$ cat config.mk
export PLATFORM = sky130hd
export DESIGN_NAME = box_filter_five_tap_reflect
export DESIGN_NICKNAME = d
export VERILOG_FILES = /design/src/rtl/core/bf5r_pkg.sv /design/src/rtl/core/bf5r_window.sv /design/src/rtl/core/bf5r_scale.sv /design/src/rtl/core/bf5r_outq.sv /design/src/rtl/core/box_filter_five_tap_reflect.sv
export SDC_FILE = /design/constraint.sdc
export NUM_CORES = 1
export LEC_CHECK = 0
export ABC_CLOCK_PERIOD_IN_PS = 15900
export BUFFER_PORTS_ARGS = -buffer_cell sky130_fd_sc_hd__buf_2
export CAP_MARGIN = 20
export CORE_AREA = 5 5 271 273
export DETAILED_ROUTE_END_ITERATION = 10
export DIE_AREA = 0 0 276 278
export GPL_TIMING_DRIVEN = 0
export HOLD_SLACK_MARGIN = 0.03
export MAX_ROUTING_LAYER = met4
export PLACE_DENSITY = 0.56
export SLEW_MARGIN = 20
export SYNTH_ARGS = -nofsm -noshare
export SYNTH_HDL_FRONTEND = slang
export SYNTH_SLANG_ARGS = --single-unit
$ cat constraint.sdc
create_clock -name i_clk -period 15.9 [get_ports i_clk]
set_input_delay 3.975 -clock i_clk [delete_from_list [all_inputs] [get_ports i_clk]]
set_output_delay 3.975 -clock i_clk [all_outputs]
set_load 0.03 [all_outputs]
$ cat src/rtl/core/bf5r_pkg.sv
`default_nettype none
// ----------------------------------------------------------------------------
// bf5r_pkg
// Shared types, widths and constants of the five-tap reflect-padded box filter.
// ----------------------------------------------------------------------------
package bf5r_pkg;

    localparam int SAMPLE_BITS = 16;
    localparam int FRAC_BITS   = 8;
    localparam int OUT_BITS    = 24;
    localparam int TAPS        = 5;

    // sum of five samples
    localparam int SUM_BITS    = SAMPLE_BITS + 3;
    // biased, scaled sum: always positive and below 2^U_BITS
    localparam int U_BITS      = SAMPLE_BITS + FRAC_BITS + 3;
    localparam int BIAS_EXP    = SAMPLE_BITS - 1 + FRAC_BITS;
    localparam int DIV_SHIFT   = U_BITS + 3;
    localparam int RECIP_BITS  = U_BITS + 1;
    localparam int PROD_BITS   = U_BITS + RECIP_BITS;
    localparam int QUOT_BITS   = PROD_BITS - DIV_SHIFT;

    localparam logic [RECIP_BITS-1:0] RECIP_FIVE =
        RECIP_BITS'(((64'd1 << DIV_SHIFT) + 64'(TAPS - 1)) / 64'(TAPS));
    // TAPS * 2^BIAS_EXP moves every value positive, plus half a step for rounding
    localparam logic [U_BITS-1:0] ROUND_OFFSET =
        U_BITS'((64'(TAPS) << BIAS_EXP) + 64'(TAPS / 2));
    localparam logic [QUOT_BITS-1:0] QUOT_BIAS = QUOT_BITS'(64'd1 << BIAS_EXP);

    // result queue
    localparam int QDEPTH   = 4;
    localparam int CNT_BITS = 3;
    localparam int MAX_PUSH = 3;

    // position in frame
    localparam logic [1:0] POS_START  = 2'd0;
    localparam logic [1:0] POS_FILL   = 2'd2;
    localparam logic [1:0] POS_STEADY = 2'd3;

    typedef struct packed {
        logic signed [SAMPLE_BITS-1:0] sample;
        logic                          frame_end;
    } t_in;

    typedef struct packed {
        logic signed [OUT_BITS-1:0] smoothed;
        logic                       end_of_frame;
        logic                       short_frame;
    } t_out;

    typedef struct packed {
        logic signed [SUM_BITS-1:0] sum;
        logic                       eof;
        logic                       err;
    } t_res;

    typedef struct packed {
        logic [1:0]          cnt;
        t_res [MAX_PUSH-1:0] res;
    } t_push;

    function automatic logic signed [SUM_BITS-1:0] sx(
        input logic signed [SAMPLE_BITS-1:0] v
    );
        return SUM_BITS'(v);
    endfunction

endpackage
`default_nettype wire

$ cat src/rtl/core/bf5r_window.sv
`default_nettype none
// ----------------------------------------------------------------------------
// bf5r_window
// Padded sample window and frame position; forms up to three tap sums per
// accepted sample.
// ----------------------------------------------------------------------------
module bf5r_window (
    input  wire logic           i_clk,
    input  wire logic           i_rst_n,
    input  wire logic           i_acc,
    input  wire bf5r_pkg::t_in  i_in,
    output bf5r_pkg::t_push     o_push
);
    import bf5r_pkg::*;

    logic signed [SAMPLE_BITS-1:0] r_win [4];
    logic signed [SAMPLE_BITS-1:0] n_win [4];
    logic [1:0]                    r_pos;
    logic [1:0]                    n_pos;
    logic signed [SAMPLE_BITS-1:0] x;

    assign x = i_in.sample;

    always_comb begin
        n_win  = r_win;
        n_pos  = r_pos;
        o_push = '0;
        if (i_acc) begin
            if (r_pos < POS_FILL) begin
                if (i_in.frame_end) begin
                    // short frame
                    o_push.cnt        = 2'd1;
                    o_push.res[0].eof = 1'b1;
                    o_push.res[0].err = 1'b1;
                    n_pos             = POS_START;
                end else begin
                    n_win[r_pos] = x;
                    n_pos        = r_pos + 2'd1;
                end
            end else begin
                if (r_pos == POS_FILL) begin
                    // mirrored start: x2 x1 x0 x1 x2
                    o_push.res[0].sum = sx(x) + sx(x) + sx(r_win[1]) + sx(r_win[1])
                                      + sx(r_win[0]);
                    n_win[0] = r_win[1];
                    n_win[1] = r_win[0];
                    n_win[2] = r_win[1];
                    n_win[3] = x;
                end else begin
                    o_push.res[0].sum = sx(r_win[0]) + sx(r_win[1]) + sx(r_win[2])
                                      + sx(r_win[3]) + sx(x);
                    n_win[0] = r_win[1];
                    n_win[1] = r_win[2];
                    n_win[2] = r_win[3];
                    n_win[3] = x;
                end
                o_push.cnt = 2'd1;
                n_pos      = POS_STEADY;
                if (i_in.frame_end) begin
                    // mirrored tail
                    o_push.res[1].sum = sx(n_win[0]) + sx(n_win[1]) + sx(n_win[2])
                                      + sx(n_win[2]) + sx(n_win[3]);
                    o_push.res[2].sum = sx(n_win[1]) + sx(n_win[1]) + sx(n_win[2])
                                      + sx(n_win[2]) + sx(n_win[3]);
                    o_push.res[2].eof = 1'b1;
                    o_push.cnt        = 2'd3;
                    n_pos             = POS_START;
                end
            end
        end
    end

    always_ff @(posedge i_clk) begin
        if (!i_rst_n) begin
            r_pos <= POS_START;
            for (int i = 0; i < 4; i++) begin
                r_win[i] <= '0;
            end
        end else begin
            r_pos <= n_pos;
            r_win <= n_win;
        end
    end

endmodule
`default_nettype wire

$ cat src/rtl/core/bf5r_scale.sv
`default_nettype none
// ----------------------------------------------------------------------------
// bf5r_scale
// Turns a five-tap sum into the rounded fixed-point average by a reciprocal
// multiply on the biased scaled sum.
// ----------------------------------------------------------------------------
module bf5r_scale (
    input  wire bf5r_pkg::t_res i_res,
    output bf5r_pkg::t_out      o_out
);
    import bf5r_pkg::*;

    logic [U_BITS-1:0]           num_ext;
    logic [U_BITS-1:0]           biased;
    logic [PROD_BITS-1:0]        prod;
    logic [QUOT_BITS-1:0]        quot;
    logic signed [QUOT_BITS-1:0] avg;

    assign num_ext = U_BITS'(i_res.sum);
    // floor((num + 2) / 5) is round to nearest, ties never occur
    assign biased  = (num_ext << FRAC_BITS) + ROUND_OFFSET;
    assign prod    = PROD_BITS'(biased) * PROD_BITS'(RECIP_FIVE);
    assign quot    = prod[PROD_BITS-1:DIV_SHIFT];
    assign avg     = signed'(quot - QUOT_BIAS);

    assign o_out.smoothed     = OUT_BITS'(avg);
    assign o_out.end_of_frame = i_res.eof;
    assign o_out.short_frame  = i_res.err;

endmodule
`default_nettype wire

$ cat src/rtl/core/bf5r_outq.sv
`default_nettype none
// ----------------------------------------------------------------------------
// bf5r_outq
// Result queue of tap sums, drained one per cycle through the scaler into
// the output register whenever that register is empty or not stalled.
// ----------------------------------------------------------------------------
module bf5r_outq (
    input  wire logic            i_clk,
    input  wire logic            i_rst_n,
    input  wire bf5r_pkg::t_push i_push,
    output logic                 o_full,
    output logic                 o_valid,
    input  wire logic            i_stall,
    output bf5r_pkg::t_out       o_data
);
    import bf5r_pkg::*;

    t_res                r_q [QDEPTH];
    t_res                n_q [QDEPTH];
    logic [CNT_BITS-1:0] r_cnt;
    logic [CNT_BITS-1:0] n_cnt;
    logic [CNT_BITS-1:0] base;
    logic                load_out;
    logic                r_valid;
    t_out                r_data;
    t_out                scaled;

    bf5r_scale u_scale (
        .i_res (r_q[0]),
        .o_out (scaled)
    );

    assign load_out = (r_cnt != '0) && (!r_valid || !i_stall);
    assign base     = r_cnt - CNT_BITS'(load_out);
    assign n_cnt    = base + CNT_BITS'(i_push.cnt);
    // room for a full frame tail after at most one queued result
    assign o_full   = r_cnt > CNT_BITS'(1);

    always_comb begin
        n_q = r_q;
        if (load_out) begin
            for (int i = 0; i < QDEPTH - 1; i++) begin
                n_q[i] = r_q[i + 1];
            end
        end
        for (int i = 0; i < QDEPTH; i++) begin
            for (int j = 0; j < MAX_PUSH; j++) begin
                if ((2'(j) < i_push.cnt) && ((base + CNT_BITS'(j)) == CNT_BITS'(i))) begin
                    n_q[i] = i_push.res[j];
                end
            end
        end
    end

    always_ff @(posedge i_clk) begin
        if (!i_rst_n) begin
            r_cnt   <= '0;
            r_valid <= 1'b0;
        end else begin
            r_cnt <= n_cnt;
            if (load_out) begin
                r_valid <= 1'b1;
            end else if (!i_stall) begin
                r_valid <= 1'b0;
            end
        end
    end

    always_ff @(posedge i_clk) begin
        r_q <= n_q;
        if (load_out) begin
            r_data <= scaled;
        end
    end

    assign o_valid = r_valid;
    assign o_data  = r_data;

endmodule
`default_nettype wire

$ cat src/rtl/core/box_filter_five_tap_reflect.sv
`default_nettype none
// ----------------------------------------------------------------------------
// box_filter_five_tap_reflect
// Five-tap box average over frames of signed samples, mirror padded at both
// ends, rounded to 8 fractional bits.
// ----------------------------------------------------------------------------
//  channel   direction   handshake                   payload
//  sample    in          i_in_valid / o_in_stall     i_in_data  (t_in)
//  result    out         o_out_valid / i_out_stall   o_out_data (t_out)
//
//  one sample accepted per cycle while o_in_stall is low; results are registered
//  a full frame end queues three results (a short frame end queues one), so the
//  input stalls while the tail drains through the single output register
//  synchronous active-low reset empties the queue and restarts the frame
//  output stalls back up through the four-entry result queue
// ----------------------------------------------------------------------------
module box_filter_five_tap_reflect (
    input  wire logic           i_clk,
    input  wire logic           i_rst_n,
    input  wire logic           i_in_valid,
    output logic                o_in_stall,
    input  wire bf5r_pkg::t_in  i_in_data,
    output logic                o_out_valid,
    input  wire logic           i_out_stall,
    output bf5r_pkg::t_out      o_out_data
);
    import bf5r_pkg::*;

    logic  in_acc;
    t_push push;

    assign in_acc = i_in_valid && !o_in_stall;

    bf5r_window u_window (
        .i_clk   (i_clk),
        .i_rst_n (i_rst_n),
        .i_acc   (in_acc),
        .i_in    (i_in_data),
        .o_push  (push)
    );

    bf5r_outq u_outq (
        .i_clk   (i_clk),
        .i_rst_n (i_rst_n),
        .i_push  (push),
        .o_full  (o_in_stall),
        .o_valid (o_out_valid),
        .i_stall (i_out_stall),
        .o_data  (o_out_data)
    );

`ifndef NO_ASSERTIONS
    a_push_only_on_transfer: assert property (@(posedge i_clk) disable iff (!i_rst_n)
        (push.cnt != 2'd0) |-> in_acc)
        else $error("results queued without an input transfer");

    a_frame_end_queues: assert property (@(posedge i_clk) disable iff (!i_rst_n)
        (in_acc && i_in_data.frame_end) |-> (push.cnt == 2'd1 || push.cnt == 2'd3))
        else $error("frame end queued a wrong number of results");

    a_short_is_last: assert property (@(posedge i_clk) disable iff (!i_rst_n)
        (o_out_valid && o_out_data.short_frame) |->
            (o_out_data.end_of_frame && o_out_data.smoothed == '0))
        else $error("short frame result malformed");

    a_no_output_after_reset: assert property (@(posedge i_clk)
        !i_rst_n |=> !o_out_valid)
        else $error("output valid straight after reset");
`endif

endmodule
`default_nettype wire
* Yosys cells after proc, flatten, opt, wreduce, memory -nomap -nowiden *
Cells that the tools add are included.
Widths: inputs -> output; s select.

cells by class
  $add $sub $neg = 23
  multiply operators = 1
  bitwise gates (word level) = 1
  muxes and demuxes = 39
  reduce and logical (&&, ||, !) cells = 35
  equal/unequal tests = 12
  magnitude comparators = 7

operators by type and width
  kind                    number
  $mux 21                 13
  $mux 64                 4
  $add 19x16->19          8
  $mux 19                 5
  $add 17x16->18          4
  $add 16x16->17          4
  $bwmux 64               1
  $mux 63                 1
  $mul 27x28->54 const B  1
  $mux 48                 1
  $mux 22                 2
  $demux 16 s2            1
  $add 27x26->27 const B  1
  $sub 24x24->24 const B  1
  $mux 20                 1
  $eq 3x2->1 const B      6
  $mux 16                 1
  $logic_and 1x1->1       15
  $mux 2                  6
  $reduce_bool 4->1       3
  $eq 3x1->1 const B      3
  $logic_not 3->1         3
  $reduce_or 2->1         4
  $reduce_bool 2->1       3
  20 further kinds        26

word-level totals
  register bits = 180
  logic and storage cells = 140
  input port bits = 21

* Longest topological paths before layout *
Gate-level depths: netlist of run 1.

  word-level depth = 16
  mapped depth = 31
  gate-level depth less buffers = 29

* Cells and area by module *
A second synthesis of run 1 with hierarchy kept.

second synthesis, totals
  cells, all modules = 2471
  area, all modules = 22805.6 um2

by module, submodules not included
  module                       times used  area an instance (um2)  cells each
  bf5r_window                  1           9930.8                  1239
  bf5r_scale                   1           6837.8                  734
  bf5r_outq                    1           6023.3                  497
  box_filter_five_tap_reflect  1           13.8                    1

* Worst setup path before layout of run 1 *
Ideal clock, no wire load.

  path kind = in2reg
  start = input port i_in_data[1] in the netlist's numbering
  end = register u_outq.r_q[82] in the netlist's numbering, data pin
  stages on the path = 21
  buffers on the path = 0
  setup slack = 7.600 ns
  setup time = 0.180 ns
  data required time = 15.720 ns
  data arrival time = 8.120 ns
  path through = ha_1 -> fa_1 -> a21o_1 -> a21oi_1 -> nor2b_1 -> o21a_1 -> o41ai_2 -> o21bai_1 -> a21oi_1 -> xor2_1 -> fa_1 -> inv_1 -> ha_1 -> nor3_1 -> nor2_1 -> a41oi_1 -> o21ai_1 -> xor2_1 -> a21oi_1 -> or3_1 -> a221oi_1

RTL lines
  what                  line                               source
  start, declared       box_filter_five_tap_reflect.sv:22  input wire bf5r_pkg::t_in i_in_data,
  end signal, assigned  bf5r_outq.sv:70                    r_q <= n_q;
  end, declared         bf5r_outq.sv:18                    t_res r_q [QDEPTH];

==> results of run 1 <==
-- flip-flops by register name, indices dropped and copies added, names as in the netlist --
register and cells:
u_outq.o_data 26, u_outq.o_valid 1, u_outq.r_cnt 3, u_outq.r_q 84
u_window.r_pos 2, u_window.r_win 64
-- through the flow --
stage | cells | instance area, um^2 | util
after floorplan | 2765 | 24500 | -
after global placement | 3762 | 25900 | 0.366
after detailed placement | 3762 | 25900 | 0.366
after CTS | 3794 | 26500 | 0.374
after global routing | 3794 | 26500 | 0.374
final | 3794 | 26500 | 0.374
-- worst max-delay path by stage --
| stage | to | slack [ns] | cells past startpoint |
|---|---|---|---|
| after global placement | u_outq.r_q[38] | 6.03 | 13 |
| after global routing | u_outq.r_q[62] | 6.43 | 22 |
| after detailed placement | u_outq.r_q[62] | 6.21 | 22 |
| final | u_outq.r_q[62] | 6.78 | 22 |
| after floorplan | u_outq.r_q[82] | 7.60 | 21 |
| after CTS | u_outq.r_q[62] | 6.71 | 22 |
-- per-layer routing --
| metal | routed length [um] | part of all wire | vias up |
|---|---|---|---|
| li1 | - | - | 9639 |
| met3 | 2440 | 0.036 | 82 |
| met5 | 0 | 0 | - |
| met4 | 1500 | 0.022 | 0 |
| met1 | 30900 | 0.45 | 9346 |
| met2 | 33700 | 0.49 | 401 |
-- worst reg2reg max path, delay by kind of cell, from the launching register on --
family	cells	cell delay, ns
buf+inv	6	1.47
fa+ha+maj	5	1.84
compound gates	13	2.99
xor+xnor	2	0.55
simple gates	3	0.54
flops	1	0.36
-- cell families (layout without fill, tap and decap cells) --
| logic type | after synthesis | count (layout) | synth area share |
|---|---|---|---|
| multiplexers | 25 | 25 | 0.0111 |
| AO/OA/AOI/OAI | 664 | 664 | 0.191 |
| XOR/XNOR | 156 | 156 | 0.0557 |
| buffers and inverters | 582 | 661 | 0.0892 |
| AND/OR/NAND/NOR | 611 | 611 | 0.115 |
| flip-flops | 180 | 180 | 0.190 |
| adder cells (fa/ha/maj) | 547 | 547 | 0.348 |
-- layout by cell type, fill, tap and decap left out, drive strengths merged, types with 56 or more instances in the layout --
| master | instances |
|---|---|
| a21oi | 135 |
| a22oi | 70 |
| clkbuf | 89 |
| dfxtp | 74 |
| edfxtp | 106 |
| fa | 225 |
| ha | 321 |
| inv | 518 |
| nand2 | 215 |
| nand3 | 56 |
| nor2 | 151 |
| o21ai | 120 |
| xnor2 | 93 |
| xor2 | 63 |
-- final cells by class --
cell class / instances / area, um^2
Sequential cell: 180 / 4660
Buffer: 72 / 272
Fill cell: 7430 / 44300
Tap cell: 950 / 1190
Timing Repair Buffer: 47 / 235
Clock buffer: 20 / 468
Multi-Input combinational cell: 2003 / 17700
Clock inverter: 12 / 131
Inverter: 510 / 1910
==> out/metrics.yaml, run 1 <==
timing:
  finalWorstSetupSlack_ns: 6.78
  setup_viol: 0
  hold_viol: 0
  holdWs_ns: 0.475
  period_share: 0.573
  clock_skew_ns: 0.0155
  fin_crit_ns: 9.12
  rsz0062_at_grt: "no"
  tns_ns: 0
  tightest_slew_ns: 1.07
  finalMaxSlewViolations: 0
  max_freq_ghz: 0.110
  max_slew_margin: 0.286
setup_path:
  worst-path-max-fanout: 8
  critPathLaunch: "i_in_data[1]"
  cp_slowest_cell: "o32ai_1"
  cp-end-kind: "register"
  path_cells: "buf_2, ha_1, fa_1, a21o_1, a21oi_1, nor2b_1, o21a_1, o41ai_2, o2111ai_1, o2111a_1, o21ai_0, o31ai_1, fa_1, inv_1, ha_1, nand2_1, nor2_1, o21ai_0, and3_1, o32ai_1, o22ai_1, nor2_1"
  rr_endpoint: "u_outq.r_q[40]"
  r2r_slack_ns: 7.87
  worstSetupPathType: "in2reg"
  cpPeakStageDelay_ns: 0.90
  r2r_start: "u_window.r_pos[0]"
  startpoint_type: "input pin"
  worstPathRequired_ns: 16.25
  critical_path_buf_inv_count: 2
  r2r_cells: 29
  arrival_ns: 9.46
  crit_family: "compound AO/OA/AOI/OAI gates"
synth:
  yosys_register_bits: 180
  syn_area_per_cell_um2: 8.86
  synth-main-ff-cell: "edfxtp_1"
  syn_nets: 3332
  syn_area_um2: 24500
  synth_top_area_frac: 0.184
  yosysWarnings: 0
  synth_most_common_cell: "inv_1"
  yosys-top-cells-area: "fa_1 18%, ha_1 16%, edfxtp_1 13%"
  async_reset_ff_frac: 0
  netlist_instances: 2765
  synth-edff-count: 106
  seq_area_frac_synth: 0.190
  synth_top_cell_by_area: "fa_1"
  synth_common_cells: "509 x inv_1, 321 x ha_1, 225 x fa_1, 215 x nand2_1, 151 x nor2_1"
  synth_cell_types: 80
global_route:
  grt_pass1_wl_um: 109000
  grt-ovfl-total: 0
  grt_pass1_vias: 19900
  gr-usage-met2: 0.316
  grt_use_met3: 0.0193
  antenna_found_initial: 0
  grt_util_met1: 0.229
  track_usage: 0.183
  top_usage_layer: "met2"
  grt_max_degree: 31
placement:
  gp_congestion: 0.925
  dp_hpwl_um: 59100
  dp_slack_ns: 6.21
  io_buffers: 47
floorplan:
  initial_utilization: 0.346
  ioPinCount: 49
  coreArea_um2: 70900
  dieArea_um2: 76700
  dieHeight_um: 278
  die_x_um: 276
  rows: 98
detailed_routing:
  via_per_inst: 5.13
  first_pass_iters: 6
  ant_nets: 0
  vias: 19500
  wirelength_um: 68600
  wl_per_cell_um: 18.1
  drc: 0
  dr.first_iter.drc_count: 1157
clocking:
  ctsResizeCount: 0
  cts.sinks: 180
  tritoncts: "done"
  cts-buffers-inserted: 17
  cts.clk_slew.worst_paths_ns: 0.08
  hold_buffers: 0
  clock_path_buffers: 2
  worstSkewPairLatency_ns: 0.49
  root_buffer: "clkbuf_16"
  cts_setup_buffers: 0
  htreeDepth: 4
final_layout:
  drive_above_1_share: 0.0440
  insertedDiodeCount: 0
  syn_to_final_growth_pct: 8.25
  nNetsFinal: 3398
run:
  maxCapViolations: 0
min_path:
  min_from: "u_outq.r_q[64]"
  hold_end: "u_outq.o_data[1]"
  min_delay_path_depth: 0
  hold_path_class: "reg2reg"
run_status:
  status: "finished, final reports clean"
Power of run 1 is left out: the tool's default activity adds up to more than one toggle a clock period on the data nets, which glitch-free logic cannot reach.
==> run 2: changes to the inputs <==
Settings changed: ABC_AREA set to 1, ABC_CLOCK_PERIOD_IN_PS 15900 to 8200, CORE_AREA 5 5 271 273 to 5 5 280 282, DIE_AREA 0 0 276 278 to 0 0 285 287, PLACE_DENSITY 0.56 to 0.58.
Clock period 15.9 ns to 8.2 ns, I/O delays scaled along.
==> out/metrics.yaml, run 2 <==
timing:
  setup_viol: 0
  rsz0062_at_grt: "no"
  finalMaxSlewViolations: 0
  max_slew_margin: 0.249
  tightest_slew_ns: 1.12
  clock_skew_ns: 0.0288
  fin_crit_ns: 7.54
  holdWs_ns: 0.448
  max_freq_ghz: 0.133
  finalWorstSetupSlack_ns: 0.659
  period_share: 0.920
  hold_viol: 0
final_layout:
  fillers: 8154
  finalInstanceArea_um2: 28300
  largest_register_ffs: 84
  multi_input_area_um2: 18500
  seqCellArea_um2: 4660
  layout_commonest_cell: "inv_1"
  layout_common_cells: "722 x inv_1, 661 x nand2_1, 321 x ha_1"
  final_core_util: 0.375
  nNetsFinal: 4214
  drive_above_1_share: 0.0437
  largest_register: "u_outq.r_q"
  syn_to_final_growth_pct: 8.15
synth:
  synth_top_area_frac: 0.172
  seq_area_frac_synth: 0.178
  yosysWarnings: 0
  yosys-top-cells-area: "fa_1 17%, ha_1 15%, edfxtp_1 12%"
  synth_most_common_cell: "inv_1"
  syn_area_um2: 26200
  yosys_register_bits: 180
  syn_area_per_cell_um2: 7.32
  synthSimpleGateAreaFrac: 0.197
  synth-edff-count: 106
  synth_cell_types: 48
  synth_top_cell_by_area: "fa_1"
  synth_fa_ha_area_frac: 0.325
  async_reset_ff_frac: 0
  syn_nets: 4144
  synth_compound_area_frac: 0.148
  synth-main-ff-cell: "edfxtp_1"
  synthXorXnorAreaFrac: 0.0338
  synth_top_family_by_area: "adder cells"
  synth_common_cells: "722 x inv_1, 664 x nand2_1, 321 x a21oi_1, 321 x ha_1, 266 x nor2_1"
  synthMuxAreaShare: 0.000382
  netlist_instances: 3577
setup_path:
  cp-end-kind: "register"
  r2r_cells: 25
  r2r_start: "u_window.r_pos[0]"
  worstSetupPathType: "reg2reg"
  arrival_ns: 7.79
  rr_endpoint: "u_outq.r_q[77]"
  worstPathRequired_ns: 8.44
  startpoint_type: "register"
  r2r_slack_ns: 0.66
  worst-path-max-fanout: 10
detailed_routing:
  wl_per_cell_um: 20.4
  wirelength_um: 94800
  via_per_inst: 5.19
  vias: 24100
  first_pass_iters: 5
  dr.first_iter.drc_count: 2180
  ant_nets: 0
  drc: 0
global_route:
  grt-ovfl-total: 0
  track_usage: 0.238
  grt_pass1_vias: 23600
  antenna_found_initial: 1
  grt_pass1_wl_um: 144000
  grt_max_degree: 22
min_path:
  hold_path_class: "reg2reg"
  min_delay_path_depth: 0
  hold_end: "u_outq.o_data[1]"
  min_from: "u_outq.r_q[64]"
placement:
  dp_hpwl_um: 80500
  dp_slack_ns: 0.641
  io_buffers: 48
  gp_congestion: 1.07
  place_area_um2: 27700
run_status:
  status: "finished, final reports clean"
clocking:
  cts.clk_slew.worst_paths_ns: 0.08
  root_buffer: "clkbuf_16"
  cts.sinks: 180
  tritoncts: "done"
  cts_setup_buffers: 0
  ctsResizeCount: 0
  htreeDepth: 4
  hold_buffers: 0
  cts-buffers-inserted: 17
  clock_path_buffers: 2
  worstSkewPairLatency_ns: 0.52
floorplan:
  rows: 101
  die_x_um: 285
  coreArea_um2: 75400
  ioPinCount: 49
  dieArea_um2: 81800
  initial_utilization: 0.347
  dieHeight_um: 287
run:
  maxCapViolations: 0
run 2: worst max path at each step:
stage / start / end / slack (ns)
after floorplan: i_out_stall / u_outq.r_q[43] / 2.14
after global placement: i_out_stall / u_outq.r_q[60] / -0.67
after detailed placement: u_window.r_pos[0] / u_outq.r_q[77] / 0.64
after CTS: u_window.r_pos[0] / u_outq.r_q[77] / 0.62
after global routing: u_window.r_pos[0] / u_outq.r_q[82] / 0.24
final: u_window.r_pos[0] / u_outq.r_q[77] / 0.66
run 2: layer usage:
layer / GRT usage / wire length, um
met1: 0.293 / 39600
met4: 0.0936 / 4250
met2: 0.402 / 45400
met3: 0.0274 / 5600
met5: - / 0
run 2: cell type report:
class	instances	share of cell area
diodes	1	0.0000883
clock buffers	20	0.0165
flip-flops and latches	180	0.165
plain buffers	68	0.0102
inverters	743	0.0984
multi-input cells	2586	0.652
clock inverters	12	0.00464
repair buffers	51	0.0102
well taps	978	0.0432
run 2: critical path: stages, from the launching register on:
cell and delay (ns):
dfxtp_1 0.44, inv_1 0.13, ha_1 0.31, clkbuf_1 0.28, clkbuf_1 0.37, o21ai_1 0.80, fa_1 0.60, fa_1 0.47
inv_1 0.07, nand3_1 0.09, nand2_1 0.18, nand2_1 0.10, nand2_1 0.07, a21oi_1 0.07, xor2_1 0.27, fa_1 0.48
inv_1 0.07, ha_1 0.28, a21oi_1 0.39, nand3_1 0.34, a21oi_1 0.25, xor2_1 0.54, nand2_1 0.10, nand2_1 0.09
nand2_1 0.05, a21boi_0 0.43
run 2: cells by family after synthesis:
| family | Yosys count |
|---|---|
| flops | 180 |
| compound gates | 711 |
| buf+inv | 811 |
| simple gates | 1227 |
| fa+ha+maj | 546 |
| xor+xnor | 101 |
| mux | 1 |
run 2: per-stage QoR:
step / instances / setup TNS [ns]
global route: 4639 / 0
finish: 4639 / 0
global placement: 4603 / -35.26
CTS: 4638 / 0
detailed placement: 4606 / 0
floorplan: 3577 / 0
Power of run 2 is left out for the same reason.
